==> config.mk <==
export PLATFORM = sky130hd
export DESIGN_NAME = vision_link_frame_parser_unit
export DESIGN_NICKNAME = d
export VERILOG_FILES = /design/src/rtl/vlfp_pkg.sv /design/src/rtl/vlfp_front.sv /design/src/rtl/vlfp_queue.sv /design/src/rtl/vlfp_back.sv /design/src/rtl/vision_link_frame_parser_unit.sv
export SDC_FILE = /design/constraint.sdc
export NUM_CORES = 1
export LEC_CHECK = 0
export BUFFER_PORTS_ARGS = -buffer_cell sky130_fd_sc_hd__buf_2
export CAP_MARGIN = 20
export CORE_MARGIN = 2
export CORE_UTILIZATION = 41
export CTS_BUF_LIST = sky130_fd_sc_hd__clkbuf_2
export CTS_CLUSTER_SIZE = 8
export DETAILED_ROUTE_END_ITERATION = 12
export GPL_TIMING_DRIVEN = 1
export PLACE_DENSITY = 0.58
export SLEW_MARGIN = 0
export SYNTH_ARGS = -nofsm -noshare
export SYNTH_HDL_FRONTEND = slang
export SYNTH_SLANG_ARGS = --single-unit
==> constraint.sdc <==
create_clock -name clk -period 6.6 [get_ports clk]
set_input_delay 0.66 -clock clk [delete_from_list [all_inputs] [get_ports clk]]
set_output_delay 0.66 -clock clk [all_outputs]
set_load 0.02 [all_outputs]
==> src/rtl/vlfp_pkg.sv <==
//------------------------------------------------------------------------------
// vlfp_pkg
// Shared constants and the command type passed from the byte parser to the
// state update stage of the vision link frame parser.
//------------------------------------------------------------------------------
`default_nettype none

package vlfp_pkg;

    // framing bytes
    localparam logic [7:0] SYNC_FIRST   = 8'hAA;
    localparam logic [7:0] SYNC_SECOND  = 8'h55;
    localparam logic [7:0] TRAILER_BYTE = 8'h0D;

    // frame types
    localparam logic [7:0] TYPE_LINE    = 8'h01;
    localparam logic [7:0] TYPE_TARGET  = 8'h02;

    // class written when a target is seen before it is classified
    localparam logic [7:0] CLASS_UNSORTED = 8'hFF;

    // byte positions within a frame
    localparam logic [3:0] POS_IDLE    = 4'd0;
    localparam logic [3:0] POS_SYNC    = 4'd1;
    localparam logic [3:0] POS_FIRST   = 4'd2;
    localparam logic [3:0] POS_SUM_END = 4'd8;
    localparam logic [3:0] POS_TRAILER = 4'd10;

    // reset value of the liveness timeout
    localparam logic [15:0] TIMEOUT_RESET = 16'd150;

    // frame status codes
    localparam logic [2:0] STATUS_NONE        = 3'd0;
    localparam logic [2:0] STATUS_ACCEPTED    = 3'd1;
    localparam logic [2:0] STATUS_BAD_TRAILER = 3'd2;
    localparam logic [2:0] STATUS_BAD_SUM     = 3'd3;
    localparam logic [2:0] STATUS_BAD_TYPE    = 3'd4;

    // classified transaction handed from the parser to the update stage
    typedef struct packed {
        logic [2:0]  status;
        logic        apply_line;
        logic        apply_target;
        logic [47:0] payload;     // payload bytes 1..6, byte 1 in bits 7:0
        logic [31:0] time_ms;
    } vlfp_cmd_t;

endpackage

`default_nettype wire

==> src/rtl/vlfp_front.sv <==
//------------------------------------------------------------------------------
// vlfp_front
// Byte framer: tracks the position in the frame, keeps the running sum and
// the frame bytes, and classifies each transaction into a command.
//------------------------------------------------------------------------------
`default_nettype none

module vlfp_front
    import vlfp_pkg::*;
(
    input  wire logic        clk,
    input  wire logic        rst_n,
    input  wire logic        in_valid,
    output logic             in_ready,
    input  wire logic        mode,
    input  wire logic [7:0]  data_byte,
    input  wire logic [31:0] time_ms,
    output logic             cmd_valid,
    input  wire logic        cmd_ready,
    output vlfp_cmd_t        cmd
);

    logic [3:0] pos_reg;
    logic [3:0] pos_next;
    logic [7:0] sum_reg;
    logic [7:0] sum_next;
    logic [7:0] store_reg [8];
    logic [2:0] store_idx;
    logic       store_wr;
    logic       accept;
    logic       take_byte;
    logic       at_trailer;
    logic [2:0] frame_status;

    assign in_ready  = cmd_ready;
    assign cmd_valid = in_valid;
    assign accept    = in_valid && cmd_ready;
    assign take_byte = accept && !mode;
    assign at_trailer = (pos_reg >= POS_TRAILER);
    assign store_idx = 3'(pos_reg - POS_FIRST);

    // frame check at the trailer: trailer, then sum, then type
    always_comb
    begin
        frame_status = STATUS_NONE;
        if (!mode && at_trailer)
        begin
            if (data_byte != TRAILER_BYTE)
                frame_status = STATUS_BAD_TRAILER;
            else if (sum_reg != store_reg[7])
                frame_status = STATUS_BAD_SUM;
            else if (store_reg[0] == TYPE_LINE || store_reg[0] == TYPE_TARGET)
                frame_status = STATUS_ACCEPTED;
            else
                frame_status = STATUS_BAD_TYPE;
        end
    end

    // command to the update stage
    always_comb
    begin
        cmd.status       = frame_status;
        cmd.apply_line   = (frame_status == STATUS_ACCEPTED) && (store_reg[0] == TYPE_LINE);
        cmd.apply_target = (frame_status == STATUS_ACCEPTED) && (store_reg[0] == TYPE_TARGET);
        cmd.payload      = {store_reg[6], store_reg[5], store_reg[4],
                            store_reg[3], store_reg[2], store_reg[1]};
        cmd.time_ms      = time_ms;
    end

    // position and running sum
    always_comb
    begin
        pos_next = pos_reg;
        sum_next = sum_reg;
        store_wr = 1'b0;
        if (take_byte)
        begin
            if (pos_reg == POS_IDLE)
            begin
                if (data_byte == SYNC_FIRST)
                    pos_next = POS_SYNC;
            end
            else if (pos_reg == POS_SYNC)
            begin
                if (data_byte == SYNC_SECOND)
                begin
                    pos_next = POS_FIRST;
                    sum_next = 8'd0;
                end
                else
                begin
                    pos_next = POS_IDLE;
                end
            end
            else if (at_trailer)
            begin
                pos_next = POS_IDLE;
            end
            else
            begin
                store_wr = 1'b1;
                if (pos_reg <= POS_SUM_END)
                    sum_next = sum_reg + data_byte;
                pos_next = pos_reg + 4'd1;
            end
        end
    end

    always_ff @(posedge clk or negedge rst_n)
    begin
        if (!rst_n)
        begin
            pos_reg <= POS_IDLE;
            sum_reg <= 8'd0;
        end
        else
        begin
            pos_reg <= pos_next;
            sum_reg <= sum_next;
        end
    end

    // frame bytes: type, six payload bytes, sum byte
    always_ff @(posedge clk)
    begin
        if (store_wr)
            store_reg[store_idx] <= data_byte;
    end

endmodule

`default_nettype wire

==> src/rtl/vlfp_queue.sv <==
//------------------------------------------------------------------------------
// vlfp_queue
// Two-entry command queue between the parser and the update stage, so that
// either side can stall without holding the other.
//------------------------------------------------------------------------------
`default_nettype none

module vlfp_queue
    import vlfp_pkg::*;
(
    input  wire logic      clk,
    input  wire logic      rst_n,
    input  wire logic      push_valid,
    output logic           push_ready,
    input  wire vlfp_cmd_t push_cmd,
    output logic           pop_valid,
    input  wire logic      pop_ready,
    output vlfp_cmd_t      pop_cmd
);

    logic [1:0] count_reg;
    logic [1:0] count_next;
    vlfp_cmd_t  head_reg;
    vlfp_cmd_t  tail_reg;
    logic       push;
    logic       pop;

    assign push_ready = (count_reg != 2'd2);
    assign pop_valid  = (count_reg != 2'd0);
    assign pop_cmd    = head_reg;
    assign push       = push_valid && push_ready;
    assign pop        = pop_valid && pop_ready;

    // occupancy
    always_comb
    begin
        count_next = count_reg;
        if (push && !pop)
            count_next = count_reg + 2'd1;
        else if (pop && !push)
            count_next = count_reg - 2'd1;
    end

    always_ff @(posedge clk or negedge rst_n)
    begin
        if (!rst_n)
            count_reg <= 2'd0;
        else
            count_reg <= count_next;
    end

    // head holds the oldest entry, tail the second
    always_ff @(posedge clk)
    begin
        if (push && !pop)
        begin
            if (count_reg == 2'd0)
                head_reg <= push_cmd;
            else
                tail_reg <= push_cmd;
        end
        else if (pop && !push)
        begin
            head_reg <= tail_reg;
        end
        else if (push && pop)
        begin
            if (count_reg == 2'd1)
            begin
                head_reg <= push_cmd;
            end
            else
            begin
                head_reg <= tail_reg;
                tail_reg <= push_cmd;
            end
        end
    end

endmodule

`default_nettype wire

==> src/rtl/vlfp_back.sv <==
//------------------------------------------------------------------------------
// vlfp_back
// Update stage: applies accepted frames to the decoded values, tracks link
// liveness and holds the result in an output register.
//------------------------------------------------------------------------------
`default_nettype none

module vlfp_back
    import vlfp_pkg::*;
(
    input  wire logic             clk,
    input  wire logic             rst_n,
    input  wire logic             cfg_valid,
    output logic                  cfg_ready,
    input  wire logic [15:0]      cfg_data,
    input  wire logic             cmd_valid,
    output logic                  cmd_ready,
    input  wire vlfp_cmd_t        cmd,
    output logic                  out_valid,
    input  wire logic             out_ready,
    output logic [2:0]            frame_status,
    output logic signed [15:0]    line_error,
    output logic signed [15:0]    line_angle,
    output logic                  line_found,
    output logic                  cross_seen,
    output logic [7:0]            target_kind,
    output logic signed [15:0]    target_x,
    output logic signed [15:0]    target_y,
    output logic [31:0]           frame_count,
    output logic                  link_alive
);

    logic [15:0] timeout_reg;
    logic [15:0] error_reg,  error_next;
    logic [15:0] angle_reg,  angle_next;
    logic        valid_reg,  valid_next;
    logic        cross_reg,  cross_next;
    logic [7:0]  class_reg,  class_next;
    logic [15:0] x_reg,      x_next;
    logic [15:0] y_reg,      y_next;
    logic [31:0] good_reg,   good_next;
    logic [31:0] last_reg,   last_next;
    logic [31:0] elapsed;
    logic        alive;
    logic        out_valid_reg;
    logic        take;

    logic [2:0]  status_out_reg;
    logic        alive_out_reg;

    assign cfg_ready = 1'b1;
    assign cmd_ready = !out_valid_reg || out_ready;
    assign take      = cmd_valid && cmd_ready;

    // decoded state after this transaction
    always_comb
    begin
        error_next = error_reg;
        angle_next = angle_reg;
        valid_next = valid_reg;
        cross_next = cross_reg;
        class_next = class_reg;
        x_next     = x_reg;
        y_next     = y_reg;
        good_next  = good_reg;
        last_next  = last_reg;
        if (cmd.apply_line)
        begin
            error_next = cmd.payload[15:0];
            angle_next = cmd.payload[31:16];
            valid_next = cmd.payload[32];
            cross_next = cmd.payload[33];
            if (cmd.payload[34] && class_reg == 8'd0)
                class_next = CLASS_UNSORTED;
        end
        if (cmd.apply_target)
        begin
            class_next = cmd.payload[7:0];
            x_next     = cmd.payload[23:8];
            y_next     = cmd.payload[39:24];
        end
        if (cmd.apply_line || cmd.apply_target)
        begin
            good_next = good_reg + 32'd1;
            last_next = cmd.time_ms;
        end
    end

    // liveness against the updated state
    assign elapsed = cmd.time_ms - last_next;
    assign alive   = (good_next != 32'd0) && (elapsed < {16'd0, timeout_reg});

    // timeout register
    always_ff @(posedge clk or negedge rst_n)
    begin
        if (!rst_n)
            timeout_reg <= TIMEOUT_RESET;
        else if (cfg_valid)
            timeout_reg <= cfg_data;
    end

    // decoded state
    always_ff @(posedge clk or negedge rst_n)
    begin
        if (!rst_n)
        begin
            error_reg <= 16'd0;
            angle_reg <= 16'd0;
            valid_reg <= 1'b0;
            cross_reg <= 1'b0;
            class_reg <= 8'd0;
            x_reg     <= 16'd0;
            y_reg     <= 16'd0;
            good_reg  <= 32'd0;
            last_reg  <= 32'd0;
        end
        else if (take)
        begin
            error_reg <= error_next;
            angle_reg <= angle_next;
            valid_reg <= valid_next;
            cross_reg <= cross_next;
            class_reg <= class_next;
            x_reg     <= x_next;
            y_reg     <= y_next;
            good_reg  <= good_next;
            last_reg  <= last_next;
        end
    end

    // output valid
    always_ff @(posedge clk or negedge rst_n)
    begin
        if (!rst_n)
            out_valid_reg <= 1'b0;
        else if (take)
            out_valid_reg <= 1'b1;
        else if (out_ready)
            out_valid_reg <= 1'b0;
    end

    // per-transaction result fields
    always_ff @(posedge clk)
    begin
        if (take)
        begin
            status_out_reg <= cmd.status;
            alive_out_reg  <= alive;
        end
    end

    assign out_valid    = out_valid_reg;
    assign frame_status = status_out_reg;
    assign link_alive   = alive_out_reg;
    assign line_error   = signed'(error_reg);
    assign line_angle   = signed'(angle_reg);
    assign line_found   = valid_reg;
    assign cross_seen   = cross_reg;
    assign target_kind  = class_reg;
    assign target_x     = signed'(x_reg);
    assign target_y     = signed'(y_reg);
    assign frame_count  = good_reg;

endmodule

`default_nettype wire

==> src/rtl/vision_link_frame_parser_unit.sv <==
//------------------------------------------------------------------------------
// vision_link_frame_parser_unit
// Parses 11-byte link frames (AA 55, type, six payload bytes, sum, 0D) and
// reports decoded line and target values with link liveness per transaction.
//------------------------------------------------------------------------------
//  channel  signals                                   direction
//  in       in_valid/in_ready, mode, data_byte,        input
//           time_ms
//  out      out_valid/out_ready, frame_status, ...     output
//  cfg      cfg_valid/cfg_ready, cfg_data              input
//
//  one transaction per cycle while the queue is not full; commands pass the
//  queue registers, then the output register. The parser classifies a byte
//  in the cycle it is accepted; the update stage applies it in the cycle it
//  leaves the queue. Reset clears the parser, the decoded values and sets
//  the timeout to 150. A two-entry queue lets input keep flowing for two
//  transactions while the output is stalled; cfg_ready is always high.
//------------------------------------------------------------------------------
`default_nettype none

module vision_link_frame_parser_unit
    import vlfp_pkg::*;
(
    input  wire logic             clk,
    input  wire logic             rst_n,
    input  wire logic             cfg_valid,
    output logic                  cfg_ready,
    input  wire logic [15:0]      cfg_data,
    input  wire logic             in_valid,
    output logic                  in_ready,
    input  wire logic             mode,
    input  wire logic [7:0]       data_byte,
    input  wire logic [31:0]      time_ms,
    output logic                  out_valid,
    input  wire logic             out_ready,
    output logic [2:0]            frame_status,
    output logic signed [15:0]    line_error,
    output logic signed [15:0]    line_angle,
    output logic                  line_found,
    output logic                  cross_seen,
    output logic [7:0]            target_kind,
    output logic signed [15:0]    target_x,
    output logic signed [15:0]    target_y,
    output logic [31:0]           frame_count,
    output logic                  link_alive
);

    vlfp_cmd_t front_cmd;
    vlfp_cmd_t back_cmd;
    logic      front_valid;
    logic      front_ready;
    logic      back_valid;
    logic      back_ready;

    // byte framer
    vlfp_front u_front (
        .clk       (clk),
        .rst_n     (rst_n),
        .in_valid  (in_valid),
        .in_ready  (in_ready),
        .mode      (mode),
        .data_byte (data_byte),
        .time_ms   (time_ms),
        .cmd_valid (front_valid),
        .cmd_ready (front_ready),
        .cmd       (front_cmd)
    );

    // command queue
    vlfp_queue u_queue (
        .clk        (clk),
        .rst_n      (rst_n),
        .push_valid (front_valid),
        .push_ready (front_ready),
        .push_cmd   (front_cmd),
        .pop_valid  (back_valid),
        .pop_ready  (back_ready),
        .pop_cmd    (back_cmd)
    );

    // state update and result register
    vlfp_back u_back (
        .clk          (clk),
        .rst_n        (rst_n),
        .cfg_valid    (cfg_valid),
        .cfg_ready    (cfg_ready),
        .cfg_data     (cfg_data),
        .cmd_valid    (back_valid),
        .cmd_ready    (back_ready),
        .cmd          (back_cmd),
        .out_valid    (out_valid),
        .out_ready    (out_ready),
        .frame_status (frame_status),
        .line_error   (line_error),
        .line_angle   (line_angle),
        .line_found   (line_found),
        .cross_seen   (cross_seen),
        .target_kind  (target_kind),
        .target_x     (target_x),
        .target_y     (target_y),
        .frame_count  (frame_count),
        .link_alive   (link_alive)
    );

endmodule

`default_nettype wire
* Word-level counts from Yosys, hierarchy flattened
Memory sizes are Yosys's and may differ from the RTL's.
Index checks and enable logic that the tools add are counted.
** Word-level totals
- ROM bits :: 0
- Bits of input ports :: 62
- Latch bits :: 0
- Bits in writable memories :: 64
- Output and inout bits :: 113
- Memories :: 1
- Logic and storage cells :: 130
- Bits in registers :: 335
** Cells by class
- Multipliers :: 0
- Divide/modulo/power cells :: 0
- Shift operators :: 0
- Equal/unequal tests :: 17
- Multiplexer cells :: 38
- $add $sub $neg :: 7
- Bitwise operators :: 1
- Order comparisons :: 3
- Reductions and logical operators :: 37
** Memory list
- u_front.store_reg :: depth 8, bits a word 8, read ports 8, clocked after memory_dff 0, write ports 1, RTL line vlfp_front.sv:27 : logic [7:0] store_reg [8];
** Operators by type and width (count)
- $mux 85 :: 10
- $mux 32 :: 2
- $mux 8 :: 7
- $add 32x1->32 const B :: 1
- $lt 32x16->1 :: 1
- $reduce_bool 32->1 :: 1
- $sub 32x32->32 :: 1
- $mux 4 :: 4
- $reduce_bool 2->1 :: 7
- $mux 3 :: 4
- $ne 2x2->1 const B :: 6
- $logic_and 1x1->1 :: 11
- $add 8x8->8 :: 1
- $eq 8x1->1 const B :: 1
- $eq 8x2->1 const B :: 1
- $eq 8x7->1 const B :: 1
- $eq 8x8->1 const B :: 1
- $logic_not 8->1 :: 1
- $mux 1 :: 8
- $ne 8x4->1 const B :: 1
- $ne 8x8->1 :: 1
- $reduce_and 2->1 :: 4
- $mux 2 :: 3
- $reduce_and 5->1 :: 1
- other kinds (18) :: 24

* Longest topological paths before layout
Gate-level depths: netlist (run 1).
An unclocked memory read counts as a cell.
- Depth in word-level cells :: 13
- Depth in mapped cells :: 26
- Mapped depth without buffers :: 24

* Modules after synthesis
From an unflattened synthesis (run 1), not the netlist that was laid out.
** Second synthesis, totals
- Cells, all modules :: 1533
- Area, all modules :: 19407.4 um^2
** By module, submodules not included
- vlfp_back :: cells each 999, sequential area each 4003.8 um^2, times used 1, area each 9603.0 um^2
- vlfp_queue :: cells each 292, sequential area each 5154.9 um^2, times used 1, area each 6397.4 um^2
- vlfp_front :: cells each 242, sequential area each 2222.1 um^2, times used 1, area each 3407.0 um^2

* Least setup slack after synthesis (run 1)
Ideal clock, no wire load.
- Path kind :: reg-to-reg
- Start point :: register u_queue.count_reg[0]
- End point :: register u_queue.head_reg (netlist bit u_queue.pop_cmd[0]) (enable)
- Stages on the path, launching flop included :: 6
- Arrival :: 6319 ps
- Path buffers :: 0
- Clock period less this slack :: 6938 ps
- Setup time :: 619 ps
- Path slack :: -338 ps
- Data required time :: 5981 ps
- Cells stage by stage :: dfrtp_1 inv_1 ha_1 inv_1 nand2_1 o21ai_0
** On the way
- Word-level cells in the longest chain between the ends :: 6
- Elaborated cells on any way between the ends :: 13
- Classes of those cells :: eq/ne (2); reduce/logical (11)
** RTL lines
- start, declared :: RTL line vlfp_queue.sv:21 : logic [1:0] count_reg;
- start signal, assigned :: RTL line vlfp_queue.sv:49 : count_reg <= count_next;
- $ne 2x2->1 * :: RTL line vlfp_queue.sv:28 : assign push_ready = (count_reg != 2'd2);
- via in_ready :: RTL line vision_link_frame_parser_unit.sv:30 : output logic in_ready,
- $logic_and 1x1->1 * :: RTL line vlfp_queue.sv:31 : assign push = push_valid && push_ready;
- $logic_not 1->1 :: RTL line vlfp_queue.sv:62 : else if (pop && !push)
- $logic_and 1x1->1 :: RTL line vlfp_queue.sv:62
- $reduce_bool 3->1 (no source line)
- $reduce_and 2->1 (no source line) *
- end signal, assigned :: RTL line vlfp_queue.sv:58 : head_reg <= push_cmd;
- end signal, assigned :: RTL line vlfp_queue.sv:64 : head_reg <= tail_reg;
- end signal, assigned :: RTL line vlfp_queue.sv:70 : head_reg <= push_cmd;
- end, declared :: RTL line vlfp_queue.sv:23 : vlfp_cmd_t head_reg;
Mark *: on every way through the listed nets, which the timed path passes. The rest lies on a longest branch.
A chain may end at the register's enable or synchronous reset.

* Worst setup path in the final report (run 1)
- Start point :: register u_queue.head_reg (netlist bit u_queue.pop_cmd[80])
- End point :: register u_back.alive_out_reg, in the netlist u_back.link_alive (data pin)
** On the way
- Word-level cells in the longest chain between the ends :: 5
- Elaborated cells on any way between the ends :: 7
- Classes of those cells :: add/sub (1); order compare (1); mux (2); reduce/logical (3)
** RTL lines
- $logic_or 1x1->1 :: RTL line vlfp_back.sv:82 : if (cmd.apply_line || cmd.apply_target)
- $mux 32 :: RTL line vlfp_back.sv:82
- via u_back.last_next[0] :: RTL line vlfp_back.sv:42 : logic [31:0] last_reg, last_next;
- $sub 32x32->32 :: RTL line vlfp_back.sv:90 : assign elapsed = cmd.time_ms - last_next;
- $lt 32x16->1 :: RTL line vlfp_back.sv:91 : assign alive = (good_next != 32'd0) && (elapsed < {16'd0, timeout_reg});
- $logic_and 1x1->1 :: RTL line vlfp_back.sv:91
- via u_back.alive :: RTL line vlfp_back.sv:44 : logic alive;
- end signal, assigned :: RTL line vlfp_back.sv:148 : alive_out_reg <= alive;
- end, declared :: RTL line vlfp_back.sv:49 : logic alive_out_reg;
The timed path passes the listed nets, and every way through them passes these cells.

==> results.md, run 1 <==
- Vias in the first global route: 12.8k
- Final Setup Violations: 0
- Tot GR Track Use: 0.195
- Routed WL: ~44,000 microns
- Routed len/inst: roughly 18 microns
- R2r endpoint: u_back.link_alive
- CP arrival: ~6.2 ns
- Max Fclk: between 150 and 200 MHz
- Most frequent cells in the layout: edfxtp_1, buf_2, dfrtp_1
- Worst VDD drop: 271 uV
- First-pass GRT wire length: roughly 68,000 microns
- Cts hold-fix bufs: 89
- Die H: 213 microns
- Relative slew slack: 0.374
- Num CTS Buffers: about 100
- Hold depth: 2
- WS Path Type: flip-flop to flip-flop
- Worst Setup SP: u_queue.pop_cmd[80]
- Synth async-reset ratio: 0.441
- Post-CTS Setup Inserts: 0
- Largest net degree at the start of global routing: a little under 80
- Post-route DRC: 0
- Skew final: roughly 0.064 ns
- Port bufs: about 170
- Ys Warns: 0
- Syn Nets: 1,553
- Final worst slack: roughly 1.3 ns
- Setup crit end kind: flip-flop
- GP Congestion: between 0.8 and 0.9
- Clock network fraction of design power: 0.149
- Remaining antenna violation count: 0
- Hold Violations, Final: 0
- Number of distinct library cells after synthesis: 80
- CTS sink cnt: 383
- Max-Cap Viols: 0
- PD cells: around 540 mW/mm^2
- Final Cycle Share: 0.801
- Initial Util: 0.416
- Mapped Area: between 0.015 and 0.02 sq mm
- Layout area overhead: 19.1%
- Die X: 213 microns
- Synthesized instance count: 1,438
- Sequential area share after synthesis: 0.593
- Worst reg2reg startpoint: u_queue.pop_cmd[80]
- Status: completed
- Via density per instance: 5.12
- Detailed-route via count: 12.5k
- WP data required: between 7 and 8 ns
- CTS resizes: 0
- Placement Rows: 76
- Crit path max fanout: 22
- CTS clk-pin slew, worst paths: around 0.10 ns
- Htree depth: 3
- Psw: roughly 5.0 mW
- Net Sw Frac: 0.426
- Max-slew violations: 0
- Clock latency on the worst-skew pair: approximately 1.1 ns
- Tmin final: about 5.3 ns
- CTS tree: yes
- Maximum clock path buffer count: 3
- Commonest non-fill, non-tap cell in the layout: edfxtp_1
- Flops & latches, synth: ~380
- Worst slack at placement: 1.37 ns
- DIE AREA: 0.0455 sq mm
- Final nets: ~1.9k
- Seq pwr share: 0.349
- Fraction of layout cells with a size suffix above 1: 0.291
- Setup TNS: 0 ns
- RSZ-0062 raised after global routing: no
- Cells on worst reg2reg path: 23
- Power share of the combinational group: 0.502
- DRT Pass-1 Iters: 5
- Hpwl dp: between 20,000 and 30,000 microns
- Root buffer cell: clkbuf_2
- EDFF count, synth: about 210
- Setup crit end: u_back.link_alive
- Grt total ovfl: 0
- Actual slew at the worst max-slew pin: 0.940 ns
- Core area: 0.0432 sq mm
- Pwr Total: between 10 and 15 mW
- Hold crit path type: input port to flip-flop
- 1st-iter DRT viols: 763
- Hold_sp: cfg_valid
- I/O pins: 175
- Int Power: about 6.7 mW
- Avg Cell Area, Syn: approximately 12 sq um
- Startpoint class of the critical path: flip-flop
- Post-synth top flop: edfxtp_1
- Pleak: between 8 and 9 nW
- FF-to-FF setup slack: approximately 1.3 ns
- Initial antenna violation count: 2
## worst max-delay path: stages, from the launching register on
cell       delay (ns)
edfxtp_1         0.49
nor2_2           0.16
buf_4            0.25
nand2_1          0.07
o21ai_0          0.11
ha_1             0.34
inv_1            0.07
ha_1             0.24
o41a_1           0.45
o211ai_2         0.10
a21oi_2          0.13
a22o_1           0.29
a21oi_1          0.17
xnor2_1          0.15
ha_1             0.26
nor2b_1          0.13
o21ai_0          0.16
o21ai_0          0.12
a211oi_1         0.22
o2111ai_1        0.15
a211o_1          0.33
a2111oi_4        0.28
o2111ai_1        0.17
nor4_2           0.29
## Yosys cell counts, drive strengths merged, types with 4 or more instances
cell type,number,area share
a211oi,4,0.0020
a21o,16,0.0067
a21oi,50,0.014
a221oi,4,0.0023
a22o,6,0.0029
a41oi,6,0.0029
and2,9,0.0031
and3,8,0.0028
buf,11,0.0026
clkbuf,50,0.011
dfrtp,165,0.23
dfstp,4,0.0059
edfxtp,214,0.36
ha,52,0.036
inv,58,0.012
maj3,10,0.0060
mux2,149,0.093
mux2i,25,0.014
nand2,123,0.026
nand2b,21,0.0073
nand3,29,0.0081
nand4,21,0.0073
nor2,62,0.013
nor2b,19,0.0066
nor3,35,0.0098
nor3b,5,0.0021
nor4,7,0.0028
o2111ai,9,0.0044
o211ai,4,0.0020
o21a,5,0.0021
o21ai,96,0.027
o21bai,9,0.0040
o22a,8,0.0039
o22ai,6,0.0021
o31ai,7,0.0029
xnor2,39,0.019
xor2,39,0.019
## logic make-up after synthesis
logic type	synth area share
xor gates and xnor gates	0.0380
AOI/OAI and AO/OA	0.0944
adders and majority gates	0.0433
muxes	0.107
and+or+nand+nor	0.0981
buffers and inverters	0.0252
other	0.000209
DFF	0.593
## how the worst min path moves through the flow
| stage | to | slack, ns |
|---|---|---|
| after global placement | u_queue.tail_reg[51] | 0.43 |
| after CTS | u_back.timeout_reg[11] | 0.01 |
| after detailed placement | u_back.frame_status[1] | 0.41 |
| after floorplan | u_back.cross_seen | 0.36 |
| after global routing | u_back.timeout_reg[11] | 0.11 |
| final | u_back.timeout_reg[11] | 0.17 |
## cell type report
cell class                 count  area [sq um]
clock buffer                 164           821
timing repair buffer         278          1900
clock inverter                28           169
fill                        4011         21800
tap                          585           732
antenna                        2          5.00
inverter                      58           218
multi-input combinational    936          6890
sequential                   383         10700
## routing by layer
metal  routed length [microns]  GRT usage  part of all wire
met3                      1960     0.0428             0.045
met4                       898     0.0766             0.021
met2                     21600      0.328              0.49
met1                     19100      0.246              0.44
met5                         0          0                 0
## power groups by stage
stage / sequential, mW / combinational (mW) / clock (mW)
2_1_floorplan: 4.31 / 3.95 / 0
5_1_grt: 4.16 / 6.46 / 1.95
4_1_cts: 4.07 / 5.86 / 1.82
3_5_place_dp: 4.11 / 5.78 / 0
3_3_place_gp: 4.09 / 5.76 / 0
6_report: 4.05 / 5.84 / 1.73
## per-stage QoR
step / std cells / hold slack (ns) / cell area (sq um) / util
after floorplan: 1438 / 0.364 / 18000 / -
after global placement: 2149 / 0.426 / 19500 / 0.451
after detailed placement: 2149 / 0.409 / 19500 / 0.451
after CTS: 2430 / 0.0137 / 21400 / 0.495
after global routing: 2434 / 0.110 / 21400 / 0.496
final: 2434 / 0.168 / 21400 / 0.496
Note: power is estimated with default switching activity, not from simulation.
==> inputs of run 2 (changes only) <==
--- a/config.mk
+++ b/config.mk
@@ -5,6 +5,7 @@
 export SDC_FILE = /design/constraint.sdc
 export NUM_CORES = 1
 export LEC_CHECK = 0
+export ABC_AREA = 1
 export BUFFER_PORTS_ARGS = -buffer_cell sky130_fd_sc_hd__buf_2
 export CAP_MARGIN = 20
 export CORE_MARGIN = 2
==> constraint.sdc (replaced) <==
create_clock -name clk -period 4.3 [get_ports clk]
set_input_delay 0.43 -clock clk [delete_from_list [all_inputs] [get_ports clk]]
set_output_delay 0.43 -clock clk [all_outputs]
set_load 0.02 [all_outputs]
==> run 2 against run 1 <==
Net effect: synthesized cell count up 43%; largest cell class unchanged; global-route usage up 1.0 points; sequential power up 55%; die area up 3.9%; critical path depth down 7; register-to-register slack worse by 0.62 ns; utilization about the same; setup slack worse by 0.62 ns; critical path type unchanged; highest routed layer unchanged; non-clock buffer count up 30; clock-buffer cell count up 6.
==> results.md, run 2 <==
- Root buffer cell: clkbuf_2 (unchanged)
- PD cells: 828 mW/mm^2 (was 544 mW/mm^2)
- Actual slew at the worst max-slew pin: 0.922 ns (was 0.940 ns)
- Synth async-reset ratio: 0.441 (unchanged)
- Worst VDD drop: 621 uV (was 271 uV)
- Routed len/inst: 15.3 microns (was 17.9 microns)
- Final nets: 2,524 (was 1,873)
- Sequential area share after synthesis: 0.571 (was 0.593)
- Final Setup Violations: 0 (unchanged)
- Maximum clock path buffer count: 3 (unchanged)
- Initial Util: 0.413 (was 0.416)
- GP Congestion: 0.930 (was 0.853)
- Synthesized instance count: 2,056 (was 1,438)
- Post-synth top flop: edfxtp_1 (unchanged)
- Die X: 217 microns (was 213 microns)
- Hold endpoint: u_queue.tail_reg[15] (was u_back.timeout_reg[11])
- Crit path max fanout: 14 (was 22)
- Vias in the first global route: 15.0k (was 12.8k)
- Hold Violations, Final: 0 (unchanged)
- Num CTS Buffers: 102 (was 101)
- Setup TNS: 0 ns (unchanged)
- Skew final: 0.101 ns (was 0.0638 ns)
- FF-to-FF setup slack: 0.70 ns (was 1.32 ns)
- Fraction of layout cells with a size suffix above 1: 0.177 (was 0.291)
- Clock latency on the worst-skew pair: 1.09 ns (was 1.08 ns)
- I/O pins: 175 (unchanged)
- Placed inst area: 0.0202 sq mm (was 0.0195 sq mm)
- Port bufs: 173 (unchanged)
- Placement Rows: 78 (was 76)
- Die H: 217 microns (was 213 microns)
- Relative slew slack: 0.385 (was 0.374)
- RSZ-0062 raised after global routing: no (unchanged)
- Max Fclk: 278 MHz (was 189 MHz)
- Setup crit end kind: flip-flop (unchanged)
- Hold depth: 2 (unchanged)
- Cts hold-fix bufs: 115 (was 89)
- Non-Filler Instances: 3,098 (was 2,434)
- Grt total ovfl: 0 (unchanged)
- WS Path Type: flip-flop to flip-flop (unchanged)
- R2r endpoint: u_back.link_alive (unchanged)
- CTS tree: yes (unchanged)
- First-pass GRT wire length: 77,000 microns (was 68,400 microns)
- Max-slew violations: 0 (unchanged)
- Placed insts: 2,789 (was 2,149)
- Tot GR Track Use: 0.205 (was 0.195)
- Largest net degree at the start of global routing: 84 (was 78)
- CTS clk-pin slew, worst paths: 0.12 ns (was 0.10 ns)
- Flops & latches, synth: 383 (unchanged)
- DRT Pass-1 Iters: 6 (was 5)
- Post-synth top cells: nand2_1, inv_1, edfxtp_1 (was edfxtp_1, dfrtp_1, mux2_2)
- Ys Warns: 0 (unchanged)
- Startpoint class of the critical path: flip-flop (unchanged)
- WP data required: 5.25 ns (was 7.49 ns)
- Routed WL: 47,400 microns (was 43,500 microns)
- Hold_sp: time_ms[15] (was cfg_valid)
- Initial antenna violation count: 1 (was 2)
- Most frequent cells in the layout: nand2_1, inv_1, edfxtp_1 (was edfxtp_1, buf_2, dfrtp_1)
- Core area: 0.0452 sq mm (was 0.0432 sq mm)
- Max-Cap Viols: 0 (unchanged)
- Worst reg2reg startpoint: u_queue.pop_cmd[80] (unchanged)
- Final core utilization: 0.496 (about the same)
- Pleak: 10.5 nW (was 8.93 nW)
- CP arrival: 4.55 ns (was 6.17 ns)
- Hpwl dp: 32,200 microns (was 28,600 microns)
- Number of distinct library cells after synthesis: 54 (was 80)
- Final Cycle Share: 0.838 (was 0.801)
- Remaining antenna violation count: 0 (unchanged)
- EDFF count, synth: 214 (unchanged)
- Via density per instance: 4.88 (was 5.12)
- Synth top area cells: edfxtp_1, dfrtp_1, nand2_1, inv_1, o21ai_0 (was edfxtp_1, dfrtp_1, mux2_2, ha_1, o21ai_0)
- Commonest non-fill, non-tap cell in the layout: nand2_1 (was edfxtp_1)
- Synth area leader: edfxtp_1 (unchanged)
- Htree depth: 3 (unchanged)
- Post-route DRC: 0 (unchanged)
- 1st-iter DRT viols: 1,112 (was 763)
- Hold crit path type: input port to flip-flop (unchanged)
- CTS resizes: 0 (unchanged)
- Most common cell in the netlist: nand2_1 (was edfxtp_1)
- Detailed-route via count: 15.1k (was 12.5k)
- Tmin final: 3.60 ns (was 5.28 ns)
- CTS sink cnt: 383 (unchanged)
- Status: completed (unchanged)
- Layout area overhead: 19.9% (was 19.1%)
- Yosys top cell area share: 0.344 (was 0.358)
- Syn Nets: 2,171 (was 1,553)
- Cells on worst reg2reg path: 16 (was 23)
- DIE AREA: 0.0473 sq mm (was 0.0455 sq mm)
- Final Cell Area: 0.0224 sq mm (was 0.0214 sq mm)
- Mapped Area: 0.0187 sq mm (was 0.0180 sq mm)
- Post-CTS Setup Inserts: 0 (unchanged)
- Avg Cell Area, Syn: 9.08 sq um (was 12.5 sq um)
-- run 2: changes by cell type after synthesis, sizes merged, moves of 19 or more --
| cell | previous run | this run |
|---|---|---|
| nand2b | 21 | 0 |
| nand2 | 123 | 686 |
| nand3 | 29 | 91 |
| nor2b | 19 | 0 |
| o21ai | 96 | 174 |
| xor2 | 39 | 19 |
| inv | 58 | 237 |
| xnor2 | 39 | 10 |
| nor2 | 62 | 145 |
| mux2 | 149 | 3 |
-- run 2: per-layer routing --
metal / up-vias / global-route usage / wire length, microns
met5: - / 0 / 0
met4: 0 / 0.0783 / 1100
met3: 86 / 0.0358 / 2360
met2: 390 / 0.320 / 21300
met1: 7079 / 0.287 / 22600
li1: 7557 / - / -
-- run 2: final cells by class --
class	count	area [sq um]
Inverter	237	890
Antenna cell	1	2.50
Multi-Input combinational cell	1377	6900
Tap cell	600	751
Fill cell	4323	22800
Clock buffer	170	851
Sequential cell	383	10700
Timing Repair Buffer	308	2200
Clock inverter	22	145
-- run 2: through the flow --
stage                     worst slack (ns)  hold WS, ns  power [mW]
after floorplan                      0.657        0.134        13.1
after global placement               0.854        0.406        15.7
after detailed placement             0.823        0.415        15.9
after CTS                            0.789      0.00448        18.7
after global routing                 0.401       0.0626        20.3
final                                0.698        0.151        18.5
-- run 2: logic make-up after synthesis --
| group | synth area share |
|---|---|
| and+or+nand+nor | 0.226 |
| DFF | 0.571 |
| buffers and inverters | 0.0617 |
| AOI/OAI and AO/OA | 0.0797 |
| adders and majority gates | 0.0359 |
| xor gates and xnor gates | 0.0136 |
| muxes | 0.0120 |
| other | 0.000201 |
-- run 2: worst max path at each step --
stage | to | start | slack [ns]
finish | u_back.link_alive | u_queue.pop_cmd[80] | 0.70
global route | u_back.link_alive | u_queue.pop_cmd[80] | 0.40
CTS | u_back.link_alive | u_queue.pop_cmd[80] | 0.79
detailed placement | u_back.link_alive | u_queue.pop_cmd[80] | 0.82
global placement | u_back.link_alive | u_queue.pop_cmd[80] | 0.85
floorplan | u_queue.tail_reg[0] | u_queue.count_reg[0] | 0.66
-- run 2: report_power, final --
group / leakage [nW] / switching [mW] / internal [mW] / total (mW)
clock: 0.770 / 1.57 / 1.11 / 2.68
sequential: 4.14 / 0.775 / 5.50 / 6.28
combinational: 5.64 / 6.43 / 3.15 / 9.58
total: 10.5 / 8.77 / 9.76 / 18.5
-- run 2: critical path, cell delays in order, from the launching register on --
cell and delay (ns):
edfxtp_1 0.44, nor2_4 0.36, mux2i_1 0.27, ha_1 0.33, a21oi_1 0.38, o21ai_1 0.19
a21oi_1 0.16, nand2_1 0.11, xor2_1 0.15, ha_1 0.28, nand2_1 0.08, nor2_1 0.05
a211oi_1 0.23, nand4_1 0.17, nor2_1 0.11, nand3_1 0.07, nor2_1 0.09
